File: src/tod_dly_pkg.sv
// ---------------------------------------------------------------------------
// Time-of-day delay package
// Shared types and constants of the time-of-day delay calculator: time unit
// ratios, day residues for folding a 64-bit microsecond count, and the
// reciprocal constants used for the constant divisions.
// ---------------------------------------------------------------------------
package tod_dly_pkg;

  // Time unit ratios
  localparam logic [26:0] MS_PER_SEC  = 27'd1000;
  localparam logic [26:0] MS_PER_MIN  = 27'd60000;
  localparam logic [26:0] MS_PER_HOUR = 27'd3600000;
  localparam logic [26:0] MS_PER_DAY  = 27'd86400000;
  localparam logic [11:0] US_PER_MS   = 12'd1000;
  localparam logic [36:0] US_PER_DAY  = 37'd86400000000;

  // Saturation limits of the target fields
  localparam logic [4:0] HOUR_MAX  = 5'd23;
  localparam logic [5:0] MIN_MAX   = 6'd59;
  localparam logic [5:0] SEC_MAX   = 6'd59;
  localparam logic [9:0] MILLI_MAX = 10'd999;

  // Residues of the upper byte weights modulo one day in microseconds
  localparam logic [36:0] RES_B5 = 37'((64'd1 << 40) % 64'd86400000000);
  localparam logic [36:0] RES_B6 = 37'((64'd1 << 48) % 64'd86400000000);
  localparam logic [36:0] RES_B7 = 37'((64'd1 << 56) % 64'd86400000000);

  // Reciprocals for quotient estimates (estimate is low by a few at most)
  localparam logic [10:0] K_DAY  = 11'((64'd1 << 47) / 64'd86400000000);
  localparam logic [27:0] K_MS   = 28'((64'd1 << 37) / 64'd1000);
  localparam logic [17:0] K_SEC  = 18'((64'd1 << 27) / 64'd1000);
  localparam logic [11:0] K_MIN  = 12'((64'd1 << 27) / 64'd60000);
  localparam logic [5:0]  K_HOUR = 6'((64'd1 << 27) / 64'd3600000);

  // Highest specified target field
  typedef enum logic [2:0] {
    LVL_NONE = 3'd0,
    LVL_MS   = 3'd1,
    LVL_SEC  = 3'd2,
    LVL_MIN  = 3'd3,
    LVL_HOUR = 3'd4
  } level_t;

  // Per-beat data that rides alongside the timestamp reduction
  typedef struct packed {
    level_t      level;
    logic [26:0] tsum;
  } side_t;

endpackage

File: src/time_of_day_delay_calc.sv
// ---------------------------------------------------------------------------
// Time-of-day delay calculator
// Reduces a UTC microsecond timestamp to the position within the day and
// returns the milliseconds until the next moment that matches the target
// hour, minute, second and millisecond from the highest given field down.
// ---------------------------------------------------------------------------
// Throughput: one beat per cycle; the ten-stage pipeline (input register,
// eight arithmetic stages, output register) advances as a whole whenever
// the output register is empty or its beat is taken.
// Reset: clears the stage valid bits and the output valid; data registers
// are not reset.
module time_of_day_delay_calc (
  input  logic               clk,
  input  logic               rst,
  input  logic               in_valid,
  output logic               in_stall,
  input  logic [63:0]        now_us,
  input  logic signed [5:0]  target_hour,
  input  logic signed [6:0]  target_minute,
  input  logic signed [6:0]  target_second,
  input  logic signed [10:0] target_milli,
  output logic               out_valid,
  input  logic               out_stall,
  output logic [26:0]        delay_ms
);

  localparam int NSTG = 9;

  logic                    adv;
  logic [NSTG-1:0]         vld;
  tod_dly_pkg::side_t      side [NSTG];

  logic [4:0]              hr_val;
  logic [5:0]              min_val;
  logic [5:0]              sec_val;
  logic [9:0]              mil_val;
  tod_dly_pkg::level_t     lvl_in;
  logic [26:0]             tsum_in;

  logic [63:0]             s0_now;
  logic [46:0]             a_y;
  logic [46:0]             a_y_next;
  logic [46:0]             b_y;
  logic [10:0]             b_qd;
  logic [31:0]             b_prod;
  logic [46:0]             c_diff;
  logic [37:0]             c_r;
  logic [36:0]             d_us;
  logic [36:0]             d_us_next;
  logic [36:0]             e_us;
  logic [26:0]             e_q;
  logic [54:0]             e_prod;
  logic [11:0]             f_mul;
  logic [11:0]             f_rem;
  logic [1:0]              f_corr;
  logic [26:0]             f_ms;
  logic [44:0]             g_p1;
  logic [38:0]             g_p2;
  logic [32:0]             g_p3;
  logic [10:0]             g_q1;
  logic [10:0]             g_q2;
  logic [4:0]              g_q3;
  logic [26:0]             g_ms;
  logic [10:0]             h_r1;
  logic [16:0]             h_r2;
  logic [22:0]             h_r3;
  logic [9:0]              h_c1;
  logic [15:0]             h_c2;
  logic [21:0]             h_c3;
  logic [26:0]             h_c4;
  logic [26:0]             o_cur;
  logic [26:0]             o_per;
  logic [27:0]             o_diff;
  logic [26:0]             delay_next;

  // Advance the whole pipeline when the output register can take a beat
  assign adv      = !out_valid || !out_stall;
  assign in_stall = !adv;

  // Decode targets: negative means not given, above range saturates
  always_comb begin
    hr_val  = '0;
    min_val = '0;
    sec_val = '0;
    mil_val = '0;
    if (!target_hour[5]) begin
      hr_val = (target_hour[4:0] > tod_dly_pkg::HOUR_MAX) ? tod_dly_pkg::HOUR_MAX
                                                          : target_hour[4:0];
    end
    if (!target_minute[6]) begin
      min_val = (target_minute[5:0] > tod_dly_pkg::MIN_MAX) ? tod_dly_pkg::MIN_MAX
                                                            : target_minute[5:0];
    end
    if (!target_second[6]) begin
      sec_val = (target_second[5:0] > tod_dly_pkg::SEC_MAX) ? tod_dly_pkg::SEC_MAX
                                                            : target_second[5:0];
    end
    if (!target_milli[10]) begin
      mil_val = (target_milli[9:0] > tod_dly_pkg::MILLI_MAX) ? tod_dly_pkg::MILLI_MAX
                                                             : target_milli[9:0];
    end
  end

  // Pick the highest given field
  always_comb begin
    priority if (!target_hour[5]) begin
      lvl_in = tod_dly_pkg::LVL_HOUR;
    end else if (!target_minute[6]) begin
      lvl_in = tod_dly_pkg::LVL_MIN;
    end else if (!target_second[6]) begin
      lvl_in = tod_dly_pkg::LVL_SEC;
    end else if (!target_milli[10]) begin
      lvl_in = tod_dly_pkg::LVL_MS;
    end else begin
      lvl_in = tod_dly_pkg::LVL_NONE;
    end
  end

  // Weight the target; fields not given decode to zero
  assign tsum_in = 27'(hr_val) * tod_dly_pkg::MS_PER_HOUR
                 + 27'(min_val) * tod_dly_pkg::MS_PER_MIN
                 + 27'(sec_val) * tod_dly_pkg::MS_PER_SEC
                 + 27'(mil_val);

  // Fold the upper bytes of the timestamp by their day residues
  assign a_y_next = 47'(s0_now[39:0])
                  + 47'(s0_now[47:40]) * 47'(tod_dly_pkg::RES_B5)
                  + 47'(s0_now[55:48]) * 47'(tod_dly_pkg::RES_B6)
                  + 47'(s0_now[63:56]) * 47'(tod_dly_pkg::RES_B7);

  // Estimate the day count, low by at most two
  assign b_prod = 32'(a_y[46:26]) * 32'(tod_dly_pkg::K_DAY);

  // Subtract the estimated whole days
  assign c_diff = b_y - 47'(b_qd) * 47'(tod_dly_pkg::US_PER_DAY);

  // Correct the remainder into one day
  always_comb begin
    priority if (c_r >= 38'(2 * 38'(tod_dly_pkg::US_PER_DAY))) begin
      d_us_next = 37'(c_r - 38'(2 * 38'(tod_dly_pkg::US_PER_DAY)));
    end else if (c_r >= 38'(tod_dly_pkg::US_PER_DAY)) begin
      d_us_next = 37'(c_r - 38'(tod_dly_pkg::US_PER_DAY));
    end else begin
      d_us_next = c_r[36:0];
    end
  end

  // Estimate milliseconds of the day, low by at most three
  assign e_prod = 55'(d_us[36:10]) * 55'(tod_dly_pkg::K_MS);

  // Fix the millisecond estimate from the low bits of the remainder
  assign f_mul = e_q[11:0] * tod_dly_pkg::US_PER_MS;
  assign f_rem = e_us[11:0] - f_mul;

  always_comb begin
    priority if (f_rem >= 12'(3 * tod_dly_pkg::US_PER_MS)) begin
      f_corr = 2'd3;
    end else if (f_rem >= 12'(2 * tod_dly_pkg::US_PER_MS)) begin
      f_corr = 2'd2;
    end else if (f_rem >= tod_dly_pkg::US_PER_MS) begin
      f_corr = 2'd1;
    end else begin
      f_corr = 2'd0;
    end
  end

  // Estimate whole seconds, minutes and hours, each low by at most one
  assign g_p1 = 45'(f_ms) * 45'(tod_dly_pkg::K_SEC);
  assign g_p2 = 39'(f_ms) * 39'(tod_dly_pkg::K_MIN);
  assign g_p3 = 33'(f_ms) * 33'(tod_dly_pkg::K_HOUR);

  // Take remainders within second, minute and hour from the low bits
  assign h_r1 = g_ms[10:0] - g_q1 * 11'(tod_dly_pkg::MS_PER_SEC);
  assign h_r2 = g_ms[16:0] - 17'(g_q2) * 17'(tod_dly_pkg::MS_PER_MIN);
  assign h_r3 = g_ms[22:0] - 23'(g_q3) * 23'(tod_dly_pkg::MS_PER_HOUR);

  // Select the current position and period of the highest given field
  always_comb begin
    unique case (side[NSTG-1].level)
      tod_dly_pkg::LVL_HOUR: begin
        o_cur = h_c4;
        o_per = tod_dly_pkg::MS_PER_DAY;
      end
      tod_dly_pkg::LVL_MIN: begin
        o_cur = 27'(h_c3);
        o_per = tod_dly_pkg::MS_PER_HOUR;
      end
      tod_dly_pkg::LVL_SEC: begin
        o_cur = 27'(h_c2);
        o_per = tod_dly_pkg::MS_PER_MIN;
      end
      tod_dly_pkg::LVL_MS: begin
        o_cur = 27'(h_c1);
        o_per = tod_dly_pkg::MS_PER_SEC;
      end
      default: begin
        o_cur = '0;
        o_per = '0;
      end
    endcase
  end

  // Wrap a negative difference by one period
  assign o_diff     = {1'b0, side[NSTG-1].tsum} - {1'b0, o_cur};
  assign delay_next = o_diff[27] ? (o_diff[26:0] + o_per) : o_diff[26:0];

  // Shift valid bits
  always_ff @(posedge clk) begin
    if (rst) begin
      vld       <= '0;
      out_valid <= 1'b0;
    end else if (adv) begin
      vld       <= {vld[NSTG-2:0], in_valid};
      out_valid <= vld[NSTG-1];
    end
  end

  // Advance data registers; hold everything while the output is blocked
  always_ff @(posedge clk) begin
    if (adv) begin
      s0_now       <= now_us;
      side[0]      <= '{level: lvl_in, tsum: tsum_in};
      for (int i = 1; i < NSTG; i++) begin
        side[i] <= side[i-1];
      end
      a_y          <= a_y_next;
      b_y          <= a_y;
      b_qd         <= b_prod[31:21];
      c_r          <= c_diff[37:0];
      d_us         <= d_us_next;
      e_us         <= d_us;
      e_q          <= e_prod[53:27];
      f_ms         <= e_q + 27'(f_corr);
      g_ms         <= f_ms;
      g_q1         <= g_p1[37:27];
      g_q2         <= g_p2[37:27];
      g_q3         <= g_p3[31:27];
      h_c1         <= (h_r1 >= 11'(tod_dly_pkg::MS_PER_SEC))
                      ? 10'(h_r1 - 11'(tod_dly_pkg::MS_PER_SEC)) : h_r1[9:0];
      h_c2         <= (h_r2 >= 17'(tod_dly_pkg::MS_PER_MIN))
                      ? 16'(h_r2 - 17'(tod_dly_pkg::MS_PER_MIN)) : h_r2[15:0];
      h_c3         <= (h_r3 >= 23'(tod_dly_pkg::MS_PER_HOUR))
                      ? 22'(h_r3 - 23'(tod_dly_pkg::MS_PER_HOUR)) : h_r3[21:0];
      h_c4         <= g_ms;
      delay_ms     <= delay_next;
    end
  end

  // An accepted beat lands in the input register
  assert property (@(posedge clk) disable iff (rst)
    (in_valid && !in_stall) |=> vld[0])
    else $error("accepted beat missing from input stage");

  // Pipeline freezes while the output beat is blocked
  assert property (@(posedge clk) disable iff (rst)
    (out_valid && out_stall) |=> $stable(vld))
    else $error("pipeline moved while output blocked");

  // Day remainder is fully corrected
  assert property (@(posedge clk) disable iff (rst)
    vld[4] |-> (d_us < tod_dly_pkg::US_PER_DAY))
    else $error("microsecond of day out of range");

  // Millisecond of day is fully corrected
  assert property (@(posedge clk) disable iff (rst)
    vld[6] |-> (f_ms < tod_dly_pkg::MS_PER_DAY))
    else $error("millisecond of day out of range");

  // Sub-day positions stay inside their periods
  assert property (@(posedge clk) disable iff (rst)
    vld[8] |-> ((h_c1 < 10'(tod_dly_pkg::MS_PER_SEC))
             && (h_c2 < 16'(tod_dly_pkg::MS_PER_MIN))
             && (h_c3 < 22'(tod_dly_pkg::MS_PER_HOUR))))
    else $error("position within field out of range");

  // Delay is shorter than a day
  assert property (@(posedge clk) disable iff (rst)
    out_valid |-> (delay_ms < tod_dly_pkg::MS_PER_DAY))
    else $error("delay out of range");

endmodule
File: config.mk
export PLATFORM = sky130hd
export DESIGN_NAME = time_of_day_delay_calc
export DESIGN_NICKNAME = d
export VERILOG_FILES = /design/src/tod_dly_pkg.sv /design/src/time_of_day_delay_calc.sv
export SDC_FILE = /design/constraint.sdc
export NUM_CORES = 2
export LEC_CHECK = 0
export BUFFER_PORTS_ARGS = -buffer_cell sky130_fd_sc_hd__buf_2
export CORE_MARGIN = 3
export CORE_UTILIZATION = 57
export DETAILED_ROUTE_END_ITERATION = 10
export GPL_TIMING_DRIVEN = 1
export MAX_ROUTING_LAYER = met4
export PLACE_DENSITY = 0.73
export SETUP_SLACK_MARGIN = 0.3
export SLEW_MARGIN = 25
export SYNTH_ARGS = -nofsm -noshare
export SYNTH_HDL_FRONTEND = slang
export SYNTH_SLANG_ARGS = --single-unit
File: constraint.sdc
create_clock -name clk -period 29.6 [get_ports clk]
set_input_delay 1.48 -clock clk [delete_from_list [all_inputs] [get_ports clk]]
set_output_delay 1.48 -clock clk [all_outputs]
set_load 0.02 [all_outputs]
* Word level (Yosys, flattened, before mapping)
Memory sizes are Yosys's and may differ from the RTL's.
Index checks and enable logic that the tools add are counted.
** Storage, ports and cells
- Register bits :: 467
- RAM bits :: 270
- Bits of input ports :: 99
- Output and inout bits :: 29
- Logic and storage cells :: 101
- Memories :: 1
** Memory list
- side :: depth 9, width 30, read ports 9, clocked after memory_dff 0, wr ports 9, line time_of_day_delay_calc.sv:31 : tod_dly_pkg::side_t side [NSTG];
** Operators by class
- $add $sub $neg :: 19
- Multiply operators :: 16
- Magnitude comparators :: 12
- Equality and inequality tests :: 4
- Multiplexer cells :: 25
- Reduce and logical (&&, ||, !) cells :: 4
** Operators by type and width (number)
- $pmux 27 s4 :: 2
- $mux 37 :: 2
- $mul 8x24->32 const B :: 2
- $mul 27x28->54 const B :: 1
- $add 46x45->47 :: 1
- $add 45x45->46 :: 1
- $add 40x44->45 :: 1
- $ge 38x37->1 const B :: 1
- $ge 38x38->1 const B :: 1
- $mul 27x18->38 const B :: 1
- $sub 38x38->38 :: 1
- $sub 37x36->37 const B :: 1
- $sub 37x37->37 const B :: 1
- $mul 27x10->36 const B :: 1
- $mul 27x6->32 const B :: 1
- $mul 21x9->30 const B :: 1
- $mux 10 :: 3
- $mul 8x21->29 const B :: 1
- $sub 27x27->28 :: 1
- $add 27x10->27 :: 1
- $add 27x16->27 :: 1
- $add 27x2->27 :: 1
- $add 27x22->27 :: 1
- $add 27x27->27 :: 1
- other kinds (37) :: 51

* Depth between registers and ports, before layout
- Depth after elaboration :: 7
- Depth in mapped cells :: 35
- Gate-level depth less buffers :: 35

* Worst setup path after synthesis
Ideal clock, no wire load.
- Path type :: input port to flip-flop
- Start point :: input port out_stall
- End point :: register a_y[0] (enable)
- Setup time :: 1347 ps
- Arrival time :: 20692 ps
- Data required time :: 28253 ps
- Slack :: 7561 ps
- Stages :: 2
- Path buffers :: 1
- Cells stage by stage :: nand2_1 clkbuf_1
** On the way
- Word-level cells in the longest chain between the ends :: 2
** RTL lines
- start: declaration :: line time_of_day_delay_calc.sv:23 : input logic out_stall,
- $logic_not 1->1 :: line time_of_day_delay_calc.sv:77 : assign adv = !out_valid || !out_stall;
- $logic_or 1x1->1 :: line time_of_day_delay_calc.sv:77
- end signal: assignment :: line time_of_day_delay_calc.sv:226 : a_y <= a_y_next;
- end: declaration :: line time_of_day_delay_calc.sv:41 : logic [46:0] a_y;
No other way between the ends.
A chain may end at the register's enable or synchronous reset.

* Worst setup path after layout
- Start point :: register s0_now[53]
- End point :: register a_y[45], data pin
** On the way
- Word-level cells in the longest chain between the ends :: 3
** RTL lines
- start: declaration :: line time_of_day_delay_calc.sv:40 : logic [63:0] s0_now;
- start signal: assignment :: line time_of_day_delay_calc.sv:221 : s0_now <= now_us;
- $mul 8x24->32 :: line time_of_day_delay_calc.sv:128 : + 47'(s0_now[55:48]) * 47'(tod_dly_pkg::RES_B6)
- $add 45x45->46 :: line time_of_day_delay_calc.sv:128
- $add 46x45->47 :: line time_of_day_delay_calc.sv:129 : + 47'(s0_now[63:56]) * 47'(tod_dly_pkg::RES_B7);
- named net a_y_next[45] :: line time_of_day_delay_calc.sv:42 : logic [46:0] a_y_next;
The timed path passes the listed nets, and every way through them passes these cells.

==> reports/results.ini <==
[yosys]
syn_area_um2 = 75550
synth_xor_area_frac = 0.05221
synthSimpleGateAreaFrac = 0.06083
synth_adder_area_share = 0.4503
synth_compound_area_frac = 0.07873
synth_flop_cell = edfxtp_1
synth_cells = 6701
yosysUniqueCellTypes = 94
async_flop_share = 0
synth_top_family_by_area = adder cells
synth_enable_flop_cells = 703
synth.avg_cell_area_um2 = 11.28
syn-num-nets = 9006
synth-seq-cells = 713
synthMuxAreaShare = 0.002202
yosys_warnings = 0
ys_seq_area_frac = 0.2821

[worst_hold_path]
hp-class = reg -> reg
min-delay-start = b_y[3]

[global_route]
grt.overflow.total = 0
antenna_found_initial = 4
grt_pass1_wl_um = 259100
grt_pass1_vias = 49769
grt.total_usage = 0.2461
grt_start_max_net_pins = 83

[worst_setup_path]
cp_data_arrival_time_ns = 8.85
crit_type = reg -> reg
critPathLaunch = s0_now[53]
cp_slowest_cell = fa_1
crit_top_cell = fa_1
end_kind = flop
rr_startpoint = s0_now[53]
crit_path_start_kind = flop
path_max_fanout = 6
crit_required_ns = 29.99
crit_path_max_incr_delay_ns = 0.55

[sta]
slew_violations = 0
finalSetupViolCount = 0
finalSetupTns_ns = 0
fin_skew_ns = 0.06171
slew_headroom = 0.3331
post-route-period-util = 0.2856
rsz0062_at_grt = no
worst_pin_slew_ns = 0.9967
fmax_mhz = 118.3
fin_crit_ns = 8.455
finalHoldViolCount = 0

[clock_tree]
insertion_delay_ns = 0.70
clockBufferDepth = 3
postCtsHoldBufs = 0
cts.repair.resized = 0
cts_setup_buffers = 0
cts_made_buffers = 80
clock-sinks = 713
clk_pin_slew_worst_paths_ns = 0.06
h-tree-depth = 3
cts-root-buf = clkbuf_16
cts_tree = built

[route]
wl_per_cell_um = 18.11
post-route-drc-count = 0
vias = 46994
firstDrtPassIters = 5
ant_nets = 0
routed_wl_um = 158000
via_per_inst = 5.386
drt_iter0_drc = 2579

[cells_and_area]
drive_gt1_frac = 0.05227
final_core_util = 0.6224
layout_common_cells = 1450 x inv_1, 1351 x ha_1, 855 x fa_1
syn_to_final_growth_pct = 7.490
fin_nets = 9222
diodes = 0
layout_commonest_cell = inv_1
fill_cells = 10335

[floorplanning]
rows = 132
die_height_um = 370.1
initial_core_util = 0.5791
core_area_um2 = 130500
die_x_um = 370.1
ios = 128
die-area_um2 = 137000

[placement]
io_buffers = 127
hpwl_um = 129500
gp_congestion = 0.9467

[run]
drv_cap = 0

[run_status]
status = finished, final reports clean

## cell usage after synthesis (10+ instances only)
| cell type | n | area share |
|---|---|---|
| inv_1 | 1450 | 0.072 |
| ha_1 | 1351 | 0.22 |
| fa_1 | 855 | 0.23 |
| edfxtp_1 | 703 | 0.28 |
| xnor2_1 | 315 | 0.037 |
| nor2_1 | 272 | 0.014 |
| a21oi_1 | 268 | 0.018 |
| nand2_1 | 195 | 0.0097 |
| o21ai_0 | 151 | 0.010 |
| a21o_1 | 130 | 0.013 |
| xor2_1 | 128 | 0.015 |
| nor3_1 | 97 | 0.0064 |
| nor2b_1 | 78 | 0.0065 |
| nand3_1 | 72 | 0.0048 |
| nand2b_1 | 58 | 0.0048 |
| o21a_1 | 55 | 0.0055 |
| o21bai_1 | 48 | 0.0048 |
| and3_1 | 28 | 0.0023 |
| nand4_1 | 25 | 0.0021 |
| or2_2 | 23 | 0.0019 |
| a211oi_1 | 22 | 0.0022 |
| a31oi_1 | 22 | 0.0018 |
| o21ai_1 | 20 | 0.0013 |
| and2_1 | 19 | 0.0016 |
| or3_1 | 19 | 0.0016 |
| clkbuf_1 | 17 | 0.00084 |
| o31ai_1 | 16 | 0.0016 |
| a22oi_1 | 15 | 0.0015 |
| o211ai_1 | 13 | 0.0013 |
| a21boi_0 | 12 | 0.0012 |
| mux2i_1 | 11 | 0.0015 |
| dfxtp_1 | 10 | 0.0026 |
| nor4_1 | 10 | 0.00083 |
## final timing paths
| path | to | slack (ns) | depth (start not counted) |
|---|---|---|---|
| worst min-delay path | c_r[3] | 0.38 | 0 |
| worst max register to register | a_y[45] | 21.14 | 30 |
| worst min register to register | c_r[3] | 0.38 | 0 |
| worst max-delay path | a_y[45] | 21.14 | 30 |
## through the flow
stage | hold WS (ns) | worst slack (ns) | cell area, um2 | std cells
floorplan | 0.4003 | 7.561 | 75560 | 6701
global placement | 0.4002 | 21.32 | 78530 | 8577
detailed placement | 0.4045 | 21.19 | 78530 | 8577
CTS | 0.3688 | 21.08 | 81210 | 8725
global route | 0.3936 | 20.58 | 81210 | 8725
finish | 0.3820 | 21.14 | 81210 | 8725
## registers in the layout, summed over array words and instances (netlist names), 10 cells and up
name      count
b_y          38
h_c4         20
d_us         34
s0_now       64
c_r          38
delay_ms     27
h_c2         13
side        270
a_y          47
g_ms         27
h_c3         17
g_q2         11
f_ms         27
h_c1         10
e_q          27
b_qd         11
## layout make-up
type / instances / area [um2] / area share
clock inverters: 58 / 641.9 / 0.007903
well taps: 1742 / 2180 / 0.02684
repair buffers: 163 / 905.9 / 0.01115
multi-input cells: 4509 / 48690 / 0.5996
clock buffers: 90 / 2039 / 0.02511
inverters: 1450 / 5443 / 0.06702
flip-flops and latches: 713 / 21310 / 0.2624
## critical path, delay by kind of cell (launching register included)
kind	cells	cell delay, ns
buffers and inverters	4	0.22
AND/OR/NAND/NOR	6	1.12
adder cells (fa/ha/maj)	8	3.75
flip-flops	1	0.53
AO/OA/AOI/OAI	10	2.34
XOR/XNOR	2	0.19
## per-layer routing
metal  wire (um)  up-vias  GRT usage
met3        6974      214    0.02873
met1       71780    23085     0.3297
met4        3858        0    0.06489
met2       75360      901     0.4006
met5           0        -          -
li1            -    22794          -
## kinds of logic (layout without fill, tap and decap cells)
logic type / count (synthesis) / in the layout
flip-flops: 713 / 713
XOR/XNOR: 447 / 447
AND/OR/NAND/NOR: 941 / 941
buffers and inverters: 1479 / 1761
adder cells (fa/ha/maj): 2206 / 2206
AO/OA/AOI/OAI: 899 / 899
multiplexers: 16 / 16
Power is left out: the tool's default activity adds up to more than one toggle a clock period on the data nets, which glitch-free logic cannot reach.
